--- src/hdl/lsc_pkg.sv ---
`default_nettype none

package lsc_pkg;

    // Trace geometry
    localparam int NUM_STAGES = 5;
    localparam int STAGE_W    = 3;
    localparam int TIME_W     = 64;
    localparam int ID_W       = 32;
    localparam int KIND_W     = 2;

    localparam logic [STAGE_W-1:0] STAGE_LIMIT = STAGE_W'(NUM_STAGES);

    // Item kinds
    localparam logic [KIND_W-1:0] KIND_BEGIN   = 2'd0;
    localparam logic [KIND_W-1:0] KIND_MARK    = 2'd1;
    localparam logic [KIND_W-1:0] KIND_MEASURE = 2'd2;

    // Result status codes
    typedef enum logic [2:0] {
        ST_OK      = 3'd0,
        ST_ARG     = 3'd1,
        ST_DUP     = 3'd2,
        ST_ORDER   = 3'd3,
        ST_TIME    = 3'd4,
        ST_MISSING = 3'd5
    } status_t;

    typedef logic [NUM_STAGES-1:0] mask_t;
    typedef logic [NUM_STAGES-1:0][TIME_W-1:0] stamp_arr_t;

    // Input item
    typedef struct packed {
        logic [KIND_W-1:0]  kind;
        logic [STAGE_W-1:0] stage;
        logic [STAGE_W-1:0] end_stage;
        logic [TIME_W-1:0]  stamp;
        logic [ID_W-1:0]    trace_id;
    } lsc_in_t;

    // Result item
    typedef struct packed {
        status_t           status;
        logic [TIME_W-1:0] delta;
        mask_t             mask_out;
        logic [ID_W-1:0]   trace_id_out;
    } lsc_out_t;

    // Stamp write from the check stage
    typedef struct packed {
        logic               en;
        logic [STAGE_W-1:0] idx;
        logic [TIME_W-1:0]  data;
    } lsc_wr_t;

    // Stamp read request issued when an item is taken
    typedef struct packed {
        logic               en;
        logic [STAGE_W-1:0] a;
        logic [STAGE_W-1:0] b;
    } lsc_rd_t;

    // Predecessor stages a mark needs
    function automatic mask_t need_mask(input logic [STAGE_W-1:0] s);
        mask_t m;
        case (s)
            3'd0:    m = mask_t'(0);
            3'd1:    m = mask_t'(1);
            3'd2:    m = mask_t'(2);
            default: m = mask_t'(4);
        endcase
        return m;
    endfunction

endpackage

`default_nettype wire

--- src/hdl/lsc_core.sv ---
`default_nettype none

module lsc_core
    import lsc_pkg::*;
(
    input  wire logic              aclk,
    input  wire logic              aresetn,
    input  wire logic              s_valid,
    output logic                   s_ready,
    input  wire lsc_in_t           s_data,
    output logic                   m_valid,
    input  wire logic              m_ready,
    output lsc_out_t               m_data,
    output lsc_rd_t                rd,
    output lsc_wr_t                wr,
    input  wire logic [TIME_W-1:0] rd_a,
    input  wire logic [TIME_W-1:0] rd_b,
    input  wire stamp_arr_t        stamps
);

    logic            in_valid_reg;
    lsc_in_t         item_reg;
    logic            out_valid_reg;
    lsc_out_t        out_reg, out_next;
    mask_t           present_reg, present_next;
    logic [ID_W-1:0] id_reg, id_next;

    logic  fire;
    logic  accept;
    mask_t bit_sel;
    mask_t need;
    mask_t late;
    logic  mark_ok;

    // Handshake: input register feeds the check, result register feeds m_
    assign fire    = in_valid_reg && (!out_valid_reg || m_ready);
    assign s_ready = !in_valid_reg || fire;
    assign accept  = s_valid && s_ready;

    assign rd.en = accept;
    assign rd.a  = s_data.stage;
    assign rd.b  = s_data.end_stage;

    always_ff @(posedge aclk) begin
        if (!aresetn) begin
            in_valid_reg <= 1'b0;
        end else if (accept) begin
            in_valid_reg <= 1'b1;
        end else if (fire) begin
            in_valid_reg <= 1'b0;
        end
    end

    always_ff @(posedge aclk) begin
        if (accept) begin
            item_reg <= s_data;
        end
    end

    // Mark checks
    assign bit_sel = mask_t'(1) << item_reg.stage;
    assign need    = need_mask(item_reg.stage);

    always_comb begin
        for (int i = 0; i < NUM_STAGES; i++) begin
            late[i] = present_reg[i] && (item_reg.stamp < stamps[i]);
        end
    end

    assign mark_ok = (item_reg.kind == KIND_MARK) && (item_reg.stage < STAGE_LIMIT)
                     && ((present_reg & bit_sel) == '0)
                     && ((present_reg & need) == need) && (late == '0);

    assign wr.en   = fire && mark_ok;
    assign wr.idx  = item_reg.stage;
    assign wr.data = item_reg.stamp;

    // Result and next trace state
    always_comb begin
        present_next = present_reg;
        id_next      = id_reg;
        out_next.status = ST_ARG;
        out_next.delta  = '0;
        case (item_reg.kind)
            KIND_BEGIN: begin
                present_next    = '0;
                id_next         = item_reg.trace_id;
                out_next.status = ST_OK;
            end
            KIND_MARK: begin
                if (item_reg.stage >= STAGE_LIMIT) begin
                    out_next.status = ST_ARG;
                end else if ((present_reg & bit_sel) != '0) begin
                    out_next.status = ST_DUP;
                end else if ((present_reg & need) != need) begin
                    out_next.status = ST_ORDER;
                end else if (late != '0) begin
                    out_next.status = ST_TIME;
                end else begin
                    out_next.status = ST_OK;
                    present_next    = present_reg | bit_sel;
                end
            end
            KIND_MEASURE: begin
                if (item_reg.stage >= STAGE_LIMIT || item_reg.end_stage >= STAGE_LIMIT) begin
                    out_next.status = ST_ARG;
                end else if (!present_reg[item_reg.stage] || !present_reg[item_reg.end_stage]) begin
                    out_next.status = ST_MISSING;
                end else if (rd_b < rd_a) begin
                    out_next.status = ST_TIME;
                end else begin
                    out_next.status = ST_OK;
                    out_next.delta  = rd_b - rd_a;
                end
            end
            default: begin
                out_next.status = ST_ARG;
            end
        endcase
        out_next.mask_out     = present_next;
        out_next.trace_id_out = id_next;
    end

    always_ff @(posedge aclk) begin
        if (!aresetn) begin
            present_reg   <= '0;
            id_reg        <= '0;
            out_valid_reg <= 1'b0;
        end else begin
            if (fire) begin
                present_reg   <= present_next;
                id_reg        <= id_next;
                out_valid_reg <= 1'b1;
            end else if (m_ready) begin
                out_valid_reg <= 1'b0;
            end
        end
    end

    always_ff @(posedge aclk) begin
        if (fire) begin
            out_reg <= out_next;
        end
    end

    assign m_valid = out_valid_reg;
    assign m_data  = out_reg;

endmodule

`default_nettype wire

--- config.mk ---
export PLATFORM = sky130hd
export DESIGN_NAME = lsc_core
export DESIGN_NICKNAME = d
export VERILOG_FILES = /design/src/hdl/lsc_pkg.sv /design/src/hdl/lsc_core.sv
export SDC_FILE = /design/constraint.sdc
export NUM_CORES = 1
export LEC_CHECK = 0
export BUFFER_PORTS_ARGS = -buffer_cell sky130_fd_sc_hd__buf_2
export CORE_AREA = 2 2 283 285
export DETAILED_ROUTE_END_ITERATION = 6
export DIE_AREA = 0 0 285 287
export MAX_ROUTING_LAYER = met4
export PLACE_DENSITY_LB_ADDON = 0.25
export SLEW_MARGIN = 20
export SYNTH_ARGS = -nofsm -noshare
export SYNTH_HDL_FRONTEND = slang
export SYNTH_SLANG_ARGS = --single-unit
--- constraint.sdc ---
create_clock -name aclk -period 8.7 [get_ports aclk]
set_input_delay 1.74 -clock aclk [delete_from_list [all_inputs] [get_ports aclk]]
set_output_delay 1.74 -clock aclk [all_outputs]
set_load 0.02 [all_outputs]
## Word level (Yosys, flattened, before mapping)

Cells that the tools add are included.

- Bits in registers: 247
- Input port bits: 556
- Output and inout bits: 181

- Add/subtract/negate cells: 1
- $lt $le $gt $ge: 11
- Equality and inequality tests: 6
- Shifts and indexed selects: 1
- Muxes and demuxes: 23
- Bitwise logic cells: 4
- Reductions and logical operators: 29

Operators with widths:

| cell | number |
|---|---|
| 64-bit less-than comparator | 6 |
| 64-bit subtractor | 1 |
| 32-bit 2-to-1 mux | 1 |
| 3-bit 2-to-1 mux | 7 |
| 5-bit 2-to-1 mux | 4 |
| 3-bit case mux with 3 select lines | 2 |
| 1-bit logical AND | 12 |
| 5-bit bitwise AND | 2 |
| 5-bit logical NOT | 2 |
| 5-bit case mux with 2 select lines | 1 |
| 5-bit nonzero test | 2 |
| 3-bit by 4-bit less-than comparator with 1-bit output (second input constant) | 2 |
| 1-bit binary-select mux with 3-bit select | 2 |
| 3-bit >= comparator (second input constant) | 2 |
| 1-bit 2-to-1 mux | 6 |
| 5-bit equality test | 1 |
| 5-bit != test | 1 |
| 5-bit bitwise OR | 1 |
| 1-bit by 3-bit << shifter with 5-bit output (first input constant) | 1 |
| 1-bit logical NOT | 4 |
| 1-bit logical OR | 4 |
| 2-bit nonzero test | 2 |
| 4-bit OR reduction | 1 |
| 3-bit by 1-bit equality test with 1-bit output (second input constant) | 1 |
| 7 further kinds | 7 |

## Depth between registers and ports, before layout

Gate-level depths: netlist of the first run.

- Word-level depth: 8
- Gate-level depth with buffers: 13

## Worst setup path after synthesis of the first run

No wires, ideal clock.

- Path type: in2out
- Start point: input m_ready
- End point: output rd[6] (netlist bit)
- Arrival: 4.898 ns
- Required time: 6.960 ns
- Slack: 2.062 ns
- Cell stages on the path: 4
- Buffers on the path: 1
- Path through: nor2b_1 > nand2_1 > and2_1 > buf_4

- Word-level cells in the longest chain between the ends: 4

Ends and longest elaborated chain:

| what | RTL line | text |
|---|---|---|
| start, declared | lsc_core.sv:12 | `input wire logic m_ready,` |
| 1-bit logical OR | lsc_core.sv:36 | `assign fire = in_valid_reg && (!out_valid_reg \|\| m_ready);` |
| 1-bit logical AND | lsc_core.sv:36 |  |
| 1-bit logical OR | lsc_core.sv:37 | `assign s_ready = !in_valid_reg \|\| fire;` |
| net s_ready | lsc_core.sv:9 | `output logic s_ready,` |
| 1-bit logical AND | lsc_core.sv:38 | `assign accept = s_valid && s_ready;` |
| end, declared | lsc_core.sv:14 | `output lsc_rd_t rd,` |

The timed path passes the listed nets, and every way through them passes these cells.

==> impl_metrics.py, run 1 <==
metrics = {
    "grt": {
        "track_usage_pct": 21.6,
        "grt-ovfl-total": 0,
        "grt_pass1_vias": 20000,
        "grt_max_degree": 139,
        "grt_pass1_wl_mm": 127,
        "antenna_found_initial": 38,
    },
    "power": {
        "intPower_mw": 2.67,
        "power.total_mw": 3.93,
        "seqPwrFrac_pct": 35.9,
        "p_clk_share_pct": 39.0,
        "irDropWorstVdd_uv": 153,
        "p_sw_mw": 1.27,
        "swShare_pct": 32.2,
        "leakage_nw": 13.7,
        "combinationalPowerShare_pct": 25.1,
        "power_density_mw_per_mm2": 145,
    },
    "synthesis": {
        "syn_inst": 2406,
        "ys_types": 91,
        "syn_area_mm2": 0.0215,
        "synth_flop_cell": "edfxtp_1",
        "syn-num-nets": 3342,
        "postSynthAreaPerCell_um2": 8.95,
        "yosysWarnings": 0,
        "synth.largest_area_cell": "edfxtp_1",
        "synth_edf_count": 208,
        "async_reset_ff_share_pct": 0,
        "ys_seq_area_share_pct": 32.6,
        "yosysTopAreaCellShare_pct": 29.0,
        "ys_seq_elements": 247,
        "synth.area.top_cells": "edfxtp_1 29%, ha_1 22%, inv_1 7.2%",
    },
    "clock_network": {
        "clk_path_buf_depth": 3,
        "root_buffer": "clkbuf_16",
        "cts_tree": "built",
        "clkTransAtPathRegs_ps": 60,
        "cts.htree.levels": 2,
        "hold_buffers": 0,
        "clkLatencyLatePin_ps": 580,
        "cts_resized": 0,
        "post-cts-setup-buffers": 0,
        "cts_made_buffers": 35,
        "numClockSinks": 247,
    },
    "sta": {
        "hold_violations": 0,
        "finalCriticalPeriod_ps": 6650,
        "relSlewSlack_pct": 38.8,
        "period_share_pct": 76.5,
        "timing.fmax_mhz": 150,
        "drv_slew": 0,
        "skew_ps": 40.0,
        "setup_tns_ps": 0,
        "rsz0062_at_grt": "false",
        "tightest_slew_ps": 896,
        "setup_viol": 0,
    },
    "setup_path": {
        "start_kind": "input pin",
        "cp_max_fo": 3,
        "arrival_ps": 4910,
        "crit_path_end_kind": "primary output",
        "worstSetupPathType": "input pin to primary output",
        "required_ps": 6960,
    },
    "worst_hold_path": {
        "worstHoldPathType": "register to register",
    },
    "final_layout": {
        "layout_commonest_cell": "buf_2",
        "area_growth_pct": 26.0,
        "largest_reg_flops": 104,
        "layoutNonFillerInstCount": 4175,
        "fin_area_mm2": 0.0271,
        "layout_common_cells": "736 x buf_2, 415 x inv_1, 379 x ha_1",
        "fillers": 8326,
        "drive_gt1_share_pct": 27.1,
        "fin_nets": 4000,
    },
    "detailed_routing": {
        "ant_nets": 0,
        "vias": 19800,
        "wirelength_mm": 88.4,
        "drc_errors": 0,
        "initialDrtViolationCount": 951,
        "first_pass_iters": 5,
        "wire_per_inst_um": 21.2,
        "viasPerCell": 4.74,
    },
    "floorplanning": {
        "io_pins": 737,
        "coreArea_mm2": 0.0786,
        "dieHeight_um": 287,
        "die_w_um": 285,
        "initial_utilization_pct": 27.4,
        "row_count": 103,
        "dieArea_mm2": 0.0818,
    },
    "run_status": {
        "status": "complete, no violations",
    },
    "placed_design": {
        "placed_area_mm2": 0.0258,
        "portBuffers": 736,
        "dpl.hpwl_mm": 74.2,
        "gp_congestion": 0.953,
        "place_inst": 4077,
    },
    "job": {
        "max_cap_violations": 0,
    },
}
## Yosys cell counts (5+ instances only)
cell	n
nor3b_1	8
a221oi_1	11
inv_1	415
nor2b_1	55
a21oi_1	182
ha_1	379
o211ai_1	25
a21o_1	67
o21bai_1	19
nand2_1	217
nor3_1	44
a211oi_1	24
or3_1	13
a211o_1	7
o21a_1	11
nand4_1	66
xnor2_1	31
nand3_1	38
and4_1	8
nand2b_1	16
xor2_1	20
o21ai_1	20
dfxtp_1	39
buf_4	74
and2_1	6
nor2_1	115
or4_1	8
buf_2	14
a31oi_1	18
clkbuf_1	27
edfxtp_1	208
o21ai_0	65
and3_1	13
a31o_1	5
mux2i_1	33
## power groups by stage
stage | Clock, mW | Combinational, mW | Sequential (mW)
after floorplan | 0 | 0.612 | 1.44
after CTS | 1.60 | 0.994 | 1.41
after detailed placement | 0 | 0.989 | 1.44
after global routing | 1.62 | 1.11 | 1.42
final | 1.53 | 0.988 | 1.41
after global placement | 0 | 0.987 | 1.44
## cell families after synthesis
kind of cell / Yosys count / synth area share (%)
buf+inv: 537 / 10.9
fa+ha+maj: 380 / 22.1
simple gates: 633 / 14.7
compound gates: 521 / 15.8
flops: 247 / 32.6
xor+xnor: 51 / 2.08
mux: 37 / 1.85
## worst max-delay path, stage by stage
cell	delay [ps]
buf_2	80
inv_1	60
ha_1	290
nand4_1	170
or3_1	410
or4_1	410
and3_1	220
o22a_1	270
o31ai_4	330
nand2_1	90
nor3_1	430
and3_1	230
buf_2	180
## worst paths after layout
| path | start | end | slack [ps] | cells after the start |
|---|---|---|---|---|
| worst max-delay path | stamps[15] | wr[67] | 2050 | 13 |
| worst min-delay path | id_reg[7]$_SDFFE_PN0P_ | id_reg[7]$_SDFFE_PN0P_ | 510 | 2 |
| worst max register to register | wr[52]$_DFFE_PP_ | m_data[35]$_DFFE_PP_ | 5040 | 10 |
| worst min register to register | id_reg[7]$_SDFFE_PN0P_ | id_reg[7]$_SDFFE_PN0P_ | 510 | 2 |
## through the flow
step,hold WS (ps),util (%),setup WS (ps)
floorplan,477,-,2060
global placement,495,32.8,2050
detailed placement,504,32.8,1990
CTS,513,34.4,1980
global route,535,34.5,1920
finish,514,34.5,2050
## area by class of cell
cell class                      count  area, um^2  share of cell area (%)
Multi-Input combinational cell   1622       12200                    44.9
Clock buffer                       44         960                    3.54
Timing Repair Buffer              742        3740                    13.8
Inverter                          416        1560                    5.76
Tap cell                         1050        1310                    4.84
Clock inverter                     20         262                   0.964
Antenna cell                       34        85.1                   0.314
Sequential cell                   247        7030                    25.9
## layer usage
| metal | wire [um] | vias up | share of wire [%] | track usage [%] |
|---|---|---|---|---|
| met1 | 36700 | 9187 | 42 | 25.0 |
| met4 | 3690 | 0 | 4.2 | 8.80 |
| li1 | - | 9797 | - | - |
| met3 | 5510 | 135 | 6.2 | 4.49 |
| met2 | 42500 | 668 | 48 | 36.3 |
| met5 | 0 | - | 0 | - |
(Power assumes the default switching activity.)
==> run 2, diff against run 1 <==
- clock period: 8.7 -> 5.9 ns (I/O delays scaled with it)
==> impl_metrics.py, run 2 (same netlist as run 1, synthesis figures left out) <==
metrics = {
    "run_status": {
        "violations": "design-rule violations",
        "status": "finished, violations left",
    },
    "clock_network": {
        "cts_resized": 0,
        "clkLatencyLatePin_ps": 580,
        "hold_buffers": 0,
        "post-cts-setup-buffers": 0,
        "cts_made_buffers": 35,
        "clk_path_buf_depth": 3,
        "clkTransAtPathRegs_ps": 60,
        "cts_tree": "built",
        "numClockSinks": 247,
        "root_buffer": "clkbuf_16",
        "cts.htree.levels": 2,
    },
    "sta": {
        "rsz0062_at_grt": "false",
        "finalWorstSetupSlack_ps": 354,
        "tightest_slew_ps": 953,
        "relSlewSlack_pct": 34.8,
        "skew_ps": 46.3,
        "period_share_pct": 94.0,
        "setup_tns_ps": 0,
        "finalCriticalPeriod_ps": 5550,
        "setup_viol": 0,
        "timing.fmax_mhz": 180,
        "drv_slew": 0,
        "hold_violations": 0,
    },
    "floorplanning": {
        "dieHeight_um": 287,
        "initial_utilization_pct": 27.4,
        "dieArea_mm2": 0.0818,
        "coreArea_mm2": 0.0786,
        "io_pins": 737,
        "row_count": 103,
        "die_w_um": 285,
    },
    "detailed_routing": {
        "vias": 19900,
        "wire_per_inst_um": 21.1,
        "ant_nets": 0,
        "initialDrtViolationCount": 1059,
        "first_pass_iters": 7,
        "drc_errors": 3,
        "viasPerCell": 4.74,
        "wirelength_mm": 88.6,
    },
    "setup_path": {
        "cp_max_fo": 3,
        "required_ps": 4720,
        "start_kind": "input pin",
        "arrival_ps": 4370,
        "worstSetupPathType": "input pin to primary output",
        "crit_path_end_kind": "primary output",
    },
    "final_layout": {
        "drive_gt1_share_pct": 27.1,
        "fin_nets": 4008,
        "multiInputGateArea_mm2": 0.0122,
        "layout_common_cells": "736 x buf_2, 415 x inv_1, 379 x ha_1",
        "largest_reg_flops": 104,
        "seq_area_mm2": 0.00703,
        "fillers": 8365,
        "fin_area_mm2": 0.0271,
        "area_growth_pct": 26.1,
        "layoutNonFillerInstCount": 4193,
        "layout_commonest_cell": "buf_2",
    },
    "placed_design": {
        "portBuffers": 736,
        "place_inst": 4085,
        "placed_area_mm2": 0.0259,
        "gp_congestion": 0.933,
        "dpl_worst_slack_ps": 312,
        "dpl.hpwl_mm": 74.0,
    },
    "power": {
        "leakage_nw": 13.8,
        "power_density_mw_per_mm2": 209,
        "power.total_mw": 5.68,
        "irDropWorstVdd_uv": 308,
    },
    "grt": {
        "grt_max_degree": 139,
        "antenna_found_initial": 47,
        "grt-ovfl-total": 0,
        "grt_pass1_vias": 20000,
        "track_usage_pct": 21.6,
        "grt_pass1_wl_mm": 126,
    },
    "job": {
        "max_cap_violations": 0,
    },
    "worst_hold_path": {
        "worstHoldPathType": "register to register",
    },
}
## run 2: changes by cell type in the layout (fill, tap and decap cells not counted), sizes merged
| cell | before | now |
|---|---|---|
| buf | 742 | 750 |
| clkinvlp | 3 | 1 |
| diode | 34 | 45 |
| clkinv | 11 | 10 |
| bufinv | 4 | 1 |
| clkbuf | 44 | 49 |
## run 2: worst paths after layout
check,startpoint,depth (start not counted),slack (ps),to
worst max register to register,wr[15]$_DFFE_PP_,10,2210,m_data[103]$_DFFE_PP_
worst min-delay path,id_reg[4]$_SDFFE_PN0P_,2,520,id_reg[4]$_SDFFE_PN0P_
worst max-delay path,stamps[15],13,350,wr[67]
worst min register to register,id_reg[4]$_SDFFE_PN0P_,2,520,id_reg[4]$_SDFFE_PN0P_
## run 2: layout make-up
| cell class | instances | area share (%) |
|---|---|---|
| repair buffers | 750 | 14.1 |
| diodes | 45 | 0.415 |
| clock inverters | 14 | 0.489 |
| flip-flops and latches | 247 | 25.9 |
| inverters | 416 | 5.75 |
| multi-input cells | 1622 | 44.9 |
| clock buffers | 49 | 3.68 |
| well taps | 1050 | 4.84 |
## run 2: routing by layer
layer	vias up	GRT usage, %	wire (um)
met4	0	8.86	3110
met3	138	5.40	6450
met2	727	36.7	43300
met5	-	-	0
li1	9824	-	-
met1	9165	24.1	35700
## run 2: critical path: stages
cell	delay [ps]
buf_2	80
inv_1	60
ha_1	300
nand4_1	170
or3_1	400
or4_1	410
and3_1	210
o22a_1	280
o31ai_4	330
nand2_1	120
nor3_1	400
and3_1	220
buf_2	190
## run 2: metrics by stage
| step | utilization [%] | hold WS, ps |
|---|---|---|
| after floorplan | - | 477 |
| after global placement | 32.9 | 496 |
| after detailed placement | 32.9 | 502 |
| after CTS | 34.4 | 518 |
| after global routing | 34.5 | 540 |
| final | 34.5 | 515 |
## run 2: power by group
| part | total (mW) | switching [mW] | internal (mW) | leakage (nW) |
|---|---|---|---|---|
| clock network | 2.14 | 0.903 | 1.24 | 0.558 |
| registers | 2.08 | 0.0966 | 1.98 | 2.30 |
| logic | 1.46 | 0.855 | 0.607 | 10.9 |
| total | 5.68 | 1.85 | 3.83 | 13.8 |
==> run 3, diff against run 2 <==
- BUFFER_PORTS_ARGS: -buffer_cell sky130_fd_sc_hd__buf_2 -> -buffer_cell sky130_fd_sc_hd__buf_4
- REMOVE_ABC_BUFFERS: default -> 1
- SETUP_SLACK_MARGIN: default -> 0.4
==> impl_metrics.py, run 3 (same netlist as run 1, synthesis figures left out) <==
metrics = {
    "run_status": {
        "status": "complete, no violations",
    },
    "final_layout": {
        "drive_gt1_share_pct": 27.3,
        "fin_nets": 4014,
        "area_growth_pct": 34.8,
        "fin_area_mm2": 0.0290,
        "largest_reg_flops": 104,
        "layout_common_cells": "754 x buf_4, 415 x inv_1, 379 x ha_1",
        "final_core_util_pct": 36.9,
        "layout_commonest_cell": "buf_4",
    },
    "clock_network": {
        "post-cts-setup-buffers": 0,
        "clk_path_buf_depth": 3,
        "root_buffer": "clkbuf_16",
        "clkTransAtPathRegs_ps": 60,
        "clkLatencyLatePin_ps": 570,
        "cts_made_buffers": 35,
        "numClockSinks": 247,
        "cts_tree": "built",
        "cts.htree.levels": 2,
    },
    "placed_design": {
        "portBuffers": 736,
        "dpl.hpwl_mm": 75.7,
        "gp_congestion": 0.918,
        "placed_area_mm2": 0.0278,
    },
    "sta": {
        "finalCriticalPeriod_ps": 5270,
        "tightest_slew_ps": 943,
        "period_share_pct": 89.4,
        "setup_tns_ps": 0,
        "timing.fmax_mhz": 190,
        "skew_ps": 33.0,
        "relSlewSlack_pct": 37.2,
        "hold_violations": 0,
        "rsz0062_at_grt": "false",
        "setup_viol": 0,
        "drv_slew": 0,
        "hold_ws_ps": 514,
    },
    "floorplanning": {
        "io_pins": 737,
        "dieHeight_um": 287,
        "row_count": 103,
        "dieArea_mm2": 0.0818,
        "initial_utilization_pct": 27.4,
        "die_w_um": 285,
        "coreArea_mm2": 0.0786,
    },
    "worst_hold_path": {
        "worstHoldPathType": "register to register",
        "hold_path_depth": 2,
    },
    "power": {
        "p_clk_share_pct": 37.7,
        "swShare_pct": 31.3,
        "irDropWorstVdd_uv": 184,
        "combinationalPowerShare_pct": 27.2,
        "power_density_mw_per_mm2": 203,
        "p_sw_mw": 1.85,
        "leakage_nw": 14.4,
        "intPower_mw": 4.05,
        "seqPwrFrac_pct": 35.1,
    },
    "detailed_routing": {
        "wire_per_inst_um": 21.4,
        "initialDrtViolationCount": 1080,
        "vias": 19800,
        "wirelength_mm": 89.3,
        "drc_errors": 0,
        "ant_nets": 0,
        "first_pass_iters": 5,
        "viasPerCell": 4.76,
    },
    "grt": {
        "grt_pass1_vias": 20200,
        "grt_pass1_wl_mm": 129,
        "track_usage_pct": 21.7,
        "grt-ovfl-total": 0,
        "antenna_found_initial": 14,
        "grt_max_degree": 139,
    },
    "setup_path": {
        "rr_worst_depth": 10,
        "start_kind": "input pin",
        "required_ps": 4720,
        "cp_slowest_cell": "or4_1",
        "arrival_ps": 4090,
        "crit_chain": "buf_4 > inv_1 > ha_1 > nand4_1 > or3_1 > or4_1 > and3_1 > o22a_1 > o31ai_4 > nand2_1 > nor3_4 > and3_1 > buf_4",
        "cpPeakStageDelay_ps": 410,
        "cp_max_fo": 3,
        "rrSetupSlack_ps": 2300,
        "worstSetupPathType": "input pin to primary output",
        "crit_path_end_kind": "primary output",
        "cp_num_buf_inv": 3,
        "cp_num_cells": 13,
        "critPathTopFamily": "simple AND/OR/NAND/NOR gates",
    },
    "job": {
        "max_cap_violations": 0,
    },
}
## run 3: worst reg2reg max path, cell delays in order (launching register included)
cell and delay (ps):
edfxtp_1 570, ha_1 400, nand4_1 240, or4_1 680, nor2_1 240, nor4bb_1 260, a211oi_1 140, a21oi_2 270
nand3_2 200, nor3_4 230, a32o_1 230
## run 3: final cells by class
cell class / count / area [um^2]
fill: 8209 / 49600
multi-input combinational: 1622 / 12200
sequential: 247 / 7030
timing repair buffer: 756 / 5700
inverter: 416 / 1560
tap: 1050 / 1310
clock buffer: 43 / 906
clock inverter: 20 / 269
antenna: 15 / 37.5
## run 3: layer usage
metal	global-route usage, %	vias up	share of wire (%)
met4	7.42	0	3.5
met3	5.08	116	6.4
met2	38.7	626	51
met1	23.7	9314	39
li1	-	9788	-
met5	-	-	0
## run 3: path summary, 6_finish.rpt
path / startpoint / to
setup reg to reg: wr[47]$_DFFE_PP_ / m_data[33]$_DFFE_PP_
hold / removal: id_reg[24]$_SDFFE_PN0P_ / id_reg[24]$_SDFFE_PN0P_
hold reg to reg: id_reg[24]$_SDFFE_PN0P_ / id_reg[24]$_SDFFE_PN0P_
setup / recovery: stamps[15] / wr[67]
## run 3: stage by stage
| step | total power, mW | setup WS (ps) | instances |
|---|---|---|---|
| final | 5.90 | 628 | 4169 |
| after global routing | 6.20 | 438 | 4169 |
| after CTS | 5.98 | 467 | 4154 |
| after detailed placement | 3.72 | 350 | 4091 |
| after global placement | 3.71 | 472 | 4091 |
| after floorplan | 2.98 | -4610 | 2285 |
## run 3: what timing repair did
action | CTS | global route
resized for setup | 1 | 1
pin swaps | 0 | 2
setup endpoints to repair | 1 | 1
hold buffers | 0 | 0
## run 3: power groups by stage
stage                     registers (mW)  clock network, mW  logic, mW
after floorplan                     2.16                  0      0.825
after global placement              2.11                  0       1.60
after detailed placement            2.11                  0       1.61
after CTS                           2.07               2.30       1.62
after global routing                2.08               2.34       1.78
final                               2.07               2.22       1.61
